## config.mk

```make
export PLATFORM = sky130hd
export DESIGN_NAME = signed_int_divider_saturating
export DESIGN_NICKNAME = d
export VERILOG_FILES = /design/src/design/sdiv_pkg.sv /design/src/design/sdiv_dpath.sv /design/src/design/sdiv_ctrl.sv /design/src/design/signed_int_divider_saturating.sv
export SDC_FILE = /design/constraint.sdc
export NUM_CORES = 1
export LEC_CHECK = 0
export BUFFER_PORTS_ARGS = -buffer_cell sky130_fd_sc_hd__clkbuf_2
export CAP_MARGIN = 40
export CORE_MARGIN = 2
export CORE_UTILIZATION = 50
export DETAILED_ROUTE_END_ITERATION = 10
export PLACE_DENSITY_LB_ADDON = 0.25
export SLEW_MARGIN = 15
export SYNTH_ARGS = -nofsm -noshare
export SYNTH_HDL_FRONTEND = slang
export SYNTH_SLANG_ARGS = --single-unit
export TNS_END_PERCENT = 1
```

## constraint.sdc

```tcl
create_clock -name clk_i -period 3.3 [get_ports clk_i]
set_clock_uncertainty 0.2 [all_clocks]
set_input_delay 0.66 -clock clk_i [delete_from_list [all_inputs] [get_ports clk_i]]
set_output_delay 0.66 -clock clk_i [all_outputs]
set_load 0.01 [all_outputs]
```

## src/design/sdiv_pkg.sv

```systemverilog
// Shared types and constants for the signed saturating divider.
// Used by the controller, the datapath, the top level and the checker.
`timescale 1ns / 1ps
`default_nettype none

package sdiv_pkg;

  // Operand and quotient width
  localparam int unsigned DATA_WIDTH = 32;
  // Width of the iteration counter (counts DATA_WIDTH-1 down to 0)
  localparam int unsigned CNT_WIDTH  = $clog2(DATA_WIDTH);

  // Saturation limits of the signed range
  localparam logic [DATA_WIDTH-1:0] INT_MAX = {1'b0, {(DATA_WIDTH-1){1'b1}}};
  localparam logic [DATA_WIDTH-1:0] INT_MIN = {1'b1, {(DATA_WIDTH-1){1'b0}}};

  // Controller states
  typedef enum logic [1:0] {
    ST_IDLE,
    ST_DIV,
    ST_FIN
  } sdiv_state_e;

  // Commands from the controller to the datapath
  typedef struct packed {
    logic load;    // capture operand magnitudes and signs
    logic step;    // run one shift-subtract iteration
    logic finish;  // apply sign and saturation into the output register
  } sdiv_cmd_t;

endpackage

`default_nettype wire

```

## src/design/sdiv_dpath.sv

```systemverilog
// Datapath of the signed saturating divider: operand magnitudes, radix-2
// restoring division registers, sign fix-up and the output word register.
// Depends on sdiv_pkg.
`timescale 1ns / 1ps
`default_nettype none

module sdiv_dpath
  import sdiv_pkg::*;
(
  input  wire  logic                  clk_i,
  input  wire  sdiv_cmd_t             cmd_i,
  input  wire  logic [DATA_WIDTH-1:0] numerator_i,
  input  wire  logic [DATA_WIDTH-1:0] denominator_i,
  output logic [DATA_WIDTH-1:0]       quotient_o
);

  logic [DATA_WIDTH-1:0] nmag;
  logic [DATA_WIDTH-1:0] dmag;

  // Dividend shifts out of the top while quotient bits shift in at the bottom
  logic [DATA_WIDTH-1:0] quo_q, quo_d;
  logic [DATA_WIDTH-1:0] rem_q, rem_d;
  logic [DATA_WIDTH-1:0] dmag_q, dmag_d;
  logic                  neg_q, neg_d;
  logic                  dzero_q, dzero_d;
  logic [DATA_WIDTH-1:0] res_q, res_d;

  logic [DATA_WIDTH:0]   rem_sh;
  logic [DATA_WIDTH:0]   diff;
  logic [DATA_WIDTH-1:0] qclamp;

  // Take magnitudes of the incoming operands
  assign nmag = numerator_i[DATA_WIDTH-1]   ? (~numerator_i + 1'b1)   : numerator_i;
  assign dmag = denominator_i[DATA_WIDTH-1] ? (~denominator_i + 1'b1) : denominator_i;

  // One trial subtraction per iteration
  assign rem_sh = {rem_q, quo_q[DATA_WIDTH-1]};
  assign diff   = rem_sh - {1'b0, dmag_q};

  always_comb begin
    quo_d   = quo_q;
    rem_d   = rem_q;
    dmag_d  = dmag_q;
    neg_d   = neg_q;
    dzero_d = dzero_q;
    if (cmd_i.load) begin
      quo_d   = nmag;
      rem_d   = '0;
      dmag_d  = dmag;
      neg_d   = numerator_i[DATA_WIDTH-1] ^ denominator_i[DATA_WIDTH-1];
      dzero_d = (denominator_i == '0);
    end else if (cmd_i.step) begin
      if (!diff[DATA_WIDTH]) begin
        rem_d = diff[DATA_WIDTH-1:0];
        quo_d = {quo_q[DATA_WIDTH-2:0], 1'b1};
      end else begin
        rem_d = rem_sh[DATA_WIDTH-1:0];
        quo_d = {quo_q[DATA_WIDTH-2:0], 1'b0};
      end
    end
  end

  // Apply sign and clamp to the signed range; zero divisor gives the positive limit
  always_comb begin
    qclamp = quo_q;
    res_d  = res_q;
    if (neg_q) begin
      if (quo_q > INT_MIN) begin
        qclamp = INT_MIN;
      end
    end else begin
      if (quo_q > INT_MAX) begin
        qclamp = INT_MAX;
      end
    end
    if (cmd_i.finish) begin
      if (dzero_q) begin
        res_d = INT_MAX;
      end else if (neg_q) begin
        res_d = ~qclamp + 1'b1;
      end else begin
        res_d = qclamp;
      end
    end
  end

  always_ff @(posedge clk_i) begin
    quo_q   <= quo_d;
    rem_q   <= rem_d;
    dmag_q  <= dmag_d;
    neg_q   <= neg_d;
    dzero_q <= dzero_d;
    res_q   <= res_d;
  end

  assign quotient_o = res_q;

endmodule

`default_nettype wire

```

## src/design/sdiv_ctrl.sv

```systemverilog
// Controller of the signed saturating divider: handshakes, iteration count
// and the output valid flag; drives the datapath through sdiv_cmd_t.
// Depends on sdiv_pkg.
`timescale 1ns / 1ps
`default_nettype none

module sdiv_ctrl
  import sdiv_pkg::*;
(
  input  wire  logic clk_i,
  input  wire  logic rst_ni,
  input  wire  logic in_valid_i,
  output logic       in_ready_o,
  output logic       out_valid_o,
  input  wire  logic out_ready_i,
  output sdiv_cmd_t  cmd_o
);

  sdiv_state_e          state_q, state_d;
  logic [CNT_WIDTH-1:0] cnt_q, cnt_d;
  logic                 ovalid_q, ovalid_d;
  logic                 out_free;

  // Output register can take a new word when empty or being drained
  assign out_free = !ovalid_q || out_ready_i;

  // Next state
  always_comb begin
    state_d = state_q;
    case (state_q)
      ST_IDLE: begin
        if (in_valid_i) begin
          state_d = ST_DIV;
        end
      end
      ST_DIV: begin
        if (cnt_q == '0) begin
          state_d = ST_FIN;
        end
      end
      ST_FIN: begin
        if (out_free) begin
          state_d = ST_IDLE;
        end
      end
      default: state_d = ST_IDLE;
    endcase
  end

  // Outputs and datapath commands
  always_comb begin
    in_ready_o = 1'b0;
    cmd_o      = '0;
    case (state_q)
      ST_IDLE: begin
        in_ready_o = 1'b1;
        cmd_o.load = in_valid_i;
      end
      ST_DIV: begin
        cmd_o.step = 1'b1;
      end
      ST_FIN: begin
        cmd_o.finish = out_free;
      end
      default: begin
        in_ready_o = 1'b0;
      end
    endcase
  end

  // Iteration counter: load on accept, count down while dividing
  always_comb begin
    cnt_d = cnt_q;
    if (cmd_o.load) begin
      cnt_d = CNT_WIDTH'(DATA_WIDTH - 1);
    end else if (cmd_o.step) begin
      cnt_d = cnt_q - 1'b1;
    end
  end

  // Output valid: set on finish, drop when the word is taken
  always_comb begin
    ovalid_d = ovalid_q;
    if (cmd_o.finish) begin
      ovalid_d = 1'b1;
    end else if (out_ready_i) begin
      ovalid_d = 1'b0;
    end
  end

  always_ff @(posedge clk_i or negedge rst_ni) begin
    if (!rst_ni) begin
      state_q  <= ST_IDLE;
      cnt_q    <= '0;
      ovalid_q <= 1'b0;
    end else begin
      state_q  <= state_d;
      cnt_q    <= cnt_d;
      ovalid_q <= ovalid_d;
    end
  end

  assign out_valid_o = ovalid_q;

endmodule

`default_nettype wire

```

## src/design/signed_int_divider_saturating.sv

```systemverilog
// Signed saturating integer divider.
// Input stream carries {denominator, numerator}; output stream carries the
// quotient truncated toward zero and clamped to the signed 32-bit range.
// A zero denominator returns the largest positive value.
// Timing: a word is accepted only while the divider is idle (s_axis_tready
// high). The accept cycle loads the operand magnitudes, then ST_DIV runs one
// radix-2 restoring step per quotient bit on the shared subtractor, and ST_FIN
// applies sign and saturation into the output register. The quotient
// shows on m_axis_tvalid after ST_FIN, and with the output drained a new word
// can be accepted once the controller is back in idle.
// The output register holds one finished word; while it waits for
// m_axis_tready the next word may be accepted and divided, and its result
// waits in the final cycle until the register frees up.
// Reset (rst_ni low, asynchronous) returns the controller to idle and drops
// m_axis_tvalid; no other state needs clearing.
// Depends on sdiv_pkg, sdiv_ctrl and sdiv_dpath.
`timescale 1ns / 1ps
`default_nettype none

module signed_int_divider_saturating
  import sdiv_pkg::*;
(
  input  wire  logic                    clk_i,
  input  wire  logic                    rst_ni,
  input  wire  logic                    s_axis_tvalid,
  output logic                          s_axis_tready,
  input  wire  logic [2*DATA_WIDTH-1:0] s_axis_tdata,  // [31:0] numerator, [63:32] denominator
  output logic                          m_axis_tvalid,
  input  wire  logic                    m_axis_tready,
  output logic [DATA_WIDTH-1:0]         m_axis_tdata   // [31:0] quotient
);

  sdiv_cmd_t cmd;

  sdiv_ctrl u_ctrl (
    .clk_i       (clk_i),
    .rst_ni      (rst_ni),
    .in_valid_i  (s_axis_tvalid),
    .in_ready_o  (s_axis_tready),
    .out_valid_o (m_axis_tvalid),
    .out_ready_i (m_axis_tready),
    .cmd_o       (cmd)
  );

  sdiv_dpath u_dpath (
    .clk_i         (clk_i),
    .cmd_i         (cmd),
    .numerator_i   (s_axis_tdata[DATA_WIDTH-1:0]),
    .denominator_i (s_axis_tdata[2*DATA_WIDTH-1:DATA_WIDTH]),
    .quotient_o    (m_axis_tdata)
  );

endmodule

`default_nettype wire

```

==> impl_results.md <==
- Pwr Density: about 960 nW/um^2
- Initial DRC count: around 740
- Sequential share of the synthesized area: about two fifths
- Area leader, netlist: edfxtp_1
- RePlAce Congestion: 0.895
- Largest net degree at the start of global routing: 52
- Fmax: between 0.2 and 0.3 GHz
- Area Growth Syn to Fin: 20.9%
- TritonCTS Buffers: 17
- Critical path's slowest cell: edfxtp_1
- Initial antenna violation count: 0
- Crit path buf inv count: 3
- Post-Syn Area: approximately 9200 sq um
- Synth cell types: 70
- Crit-path max cell delay: 0.40 ns
- Hold Violations, Final: 0
- Aggregate global routing overflow: 0
- Routed Antenna Nets: 0
- Area contributors post-synth: edfxtp_1, dfxtp_1, nand2_1, ha_1, xnor2_1
- First-pass GRT wire length: 36900 um
- Synth warn: 0
- Vias: between 8000 and 9000
- DRC violations left: 0
- Number of flops mapped to enable cells by yosys: 98
- Drt pass-1 iters: 5
- Clock Latency Late Sink: 0.42 ns
- Worst path cell trace: inv_2 -> ha_4 -> inv_2 -> fa_2 -> a211o_1 -> a211oi_2 -> o2111ai_2 -> a221oi_2 -> o311a_1 -> mux2_4 -> nand2_8 -> buf_12 -> mux2i_2 -> o21ai_1
- Most common cell on crit path: inv_2
- Clk buf depth: 2
- Hold Slack: 0.256 ns
- Wire length per cell: around 16 um
- Antenna cells: 0
- Maximum ir drop on the vdd rail: 579 uV
- Tmin final: 3.50 ns
- Async SR Flop Fraction: between 5 and 6%
- IO Port Bufs: around 100
- CP Capture Type: register
- FF+latch count, synth: 138
- WP depth: 14
- Core outline area: 18000 sq um
- Top cells by count, synth: nand2_1, edfxtp_1, o21ai_1
- Share of layout cells above drive strength 1: a little over a fifth
- Ys flop type: edfxtp_1
- CP max FO: 8
- Max cap viols: 0
- CP top delay family: compound AO/OA/AOI/OAI gates
- FP Rows: 49
- Outcome: finished, violations left
- Most numerous cell in the Yosys netlist: nand2_1
- Post-Synthesis Cells: between 1000 and 1500
- Slew @ Worst Pin: around 0.69 ns
- Syn Area/Cell: ~9 sq um
- Critical Path AT: about 3.6 ns
- Worst-path clk slew: about 0.060 ns
- DIE WIDTH: about 140 um
- Leak Pwr: about 4.6 nW
- HPWL Detailed: around 17000 um
- HP Class: in2reg
- Worst setup margin: -0.200 ns
- Hold Path Cell Cnt: 1
- Die footprint: around 20000 sq um
- # clock sinks: about 140
- Worst slew margin: between 50% and 60%
- Yosys top cell area share: roughly a third
- FF-to-FF path depth: 14
- I/O pins: 102
- Die Height: between 100 and 150 um
- Filler cells: 1562
- Unrepaired setup endpoints after global routing: true
- Syn nets: 1126
- Req. time, crit path: approximately 3.4 ns
- Tot GR Track Use: a little under a quarter
- Vias in the first global route: ~7500
- Nets: 1285
- Vias per Instance: 5.72
- Post-layout total power: around 11 mW
- Root buffer cell: clkbuf_16
- Final setup viols: 32
- Starting Density: 51.1%
- Period utilisation layout: 106%
- Pins Over Slew Limit: 0
- Startpoint Class: register
- H-tree levels: 4
- Routed wire length: about 22000 um
- Failing checks: setup timing
- CTS tree: built
- Setup Crit Path Kind: reg2reg
[layout by cell type, fill, tap and decap left out, drive strengths merged, types with 7 or more instances in the layout]
cell | netlist | final
a31oi | 7 | 7
clkinvlp | 0 | 8
nor4 | 7 | 7
nand2b | 16 | 16
ha | 37 | 37
or4 | 10 | 10
nand2 | 149 | 149
inv | 55 | 56
xor2 | 36 | 36
clkbuf | 38 | 118
o31ai | 19 | 19
dfxtp | 32 | 32
dfrtp | 8 | 8
a21oi | 46 | 46
nor2 | 54 | 54
a21o | 18 | 18
edfxtp | 98 | 98
a21boi | 10 | 10
o21ai | 126 | 126
mux2i | 24 | 24
nand3 | 30 | 30
buf | 6 | 82
nor3 | 21 | 21
o41ai | 12 | 12
or3 | 15 | 15
o311ai | 12 | 12
xnor2 | 52 | 52
[worst paths after layout]
path,from,to,slack (ns)
max in group asynchronous,rst_ni,u_ctrl.out_valid_o$_DFFE_PN0P_,2.30
max,u_dpath.quo_q[31]$_DFFE_PP_,u_dpath.rem_q[20]$_SDFFE_PP0P_,-0.20
min,s_axis_tdata[32],u_dpath.dmag_q[0]$_DFFE_PP_,0.26
min reg2reg,u_dpath.rem_q[27]$_SDFFE_PP0P_,u_dpath.rem_q[27]$_SDFFE_PP0P_,0.27
max reg2reg,u_dpath.quo_q[31]$_DFFE_PP_,u_dpath.rem_q[20]$_SDFFE_PP0P_,-0.20
min in group asynchronous,rst_ni,u_ctrl.cnt_q[2]$_DFFE_PN0P_,0.41
[flip-flops by register name, summed over array words and instances, names as in the netlist]
register,count
u_dpath.neg_q,1
u_ctrl.cnt_q,5
u_ctrl.state_q,2
u_dpath.quotient_o,32
u_dpath.rem_q,32
u_ctrl.out_valid_o,1
u_dpath.quo_q,32
u_dpath.dmag_q,32
u_dpath.dzero_q,1
[cell type report]
type	count	area [sq um]	share of cell area [%]
sequential	138	3780	34.1
timing repair buffer	184	1180	10.6
inverter	55	206	1.86
clock buffer	17	425	3.83
tap	229	287	2.58
multi-input combinational	783	5090	45.8
clock inverter	15	129	1.16
[report_power, final]
group | total [mW] | switching, mW | internal (mW)
Sequential | 3.04 | 0.454 | 2.58
Combinational | 5.79 | 3.12 | 2.67
Clock | 1.80 | 0.768 | 1.03
[metrics by stage]
| step | TNS [ns] | worst slack (ns) | utilization [%] | cells | cell area [sq um] |
|---|---|---|---|---|---|
| after floorplan | -6.16 | -0.216 | - | 1020 | 9210 |
| after global placement | -3.47 | -0.131 | 58.2 | 1384 | 10500 |
| after detailed placement | -6.03 | -0.214 | 58.2 | 1384 | 10500 |
| after CTS | -4.35 | -0.170 | 61.4 | 1419 | 11000 |
| after global routing | -10.15 | -0.361 | 61.8 | 1421 | 11100 |
| final | -4.77 | -0.200 | 61.8 | 1421 | 11100 |
[layer usage]
layer,vias up,share of wire [%],track usage (%)
li1,4050,-,-
met1,3805,46,31.9
met2,233,46,37.6
met3,37,5.3,3.82
met4,0,2.3,7.92
met5,-,0,0
[logic make-up after synthesis]
kind of cell / after synthesis / synth area share [%]
simple gates: 340 / 17.8
compound gates: 291 / 20.2
flops: 138 / 41.2
buf+inv: 99 / 4.24
xor+xnor: 88 / 8.39
fa+ha+maj: 38 / 5.26
mux: 26 / 2.90
[what timing repair did]
| item | in CTS | in global routing |
|---|---|---|
| pin swaps | 4 | 5 |
| setup buffers | 2 | 2 |
| hold buffers | 1 | 0 |
| setup endpoints to repair | 33 | 44 |
| resized for setup | 1 | 12 |
| hold endpoints to repair | 8 | 0 |
Note: power is estimated with default switching activity, not from simulation.
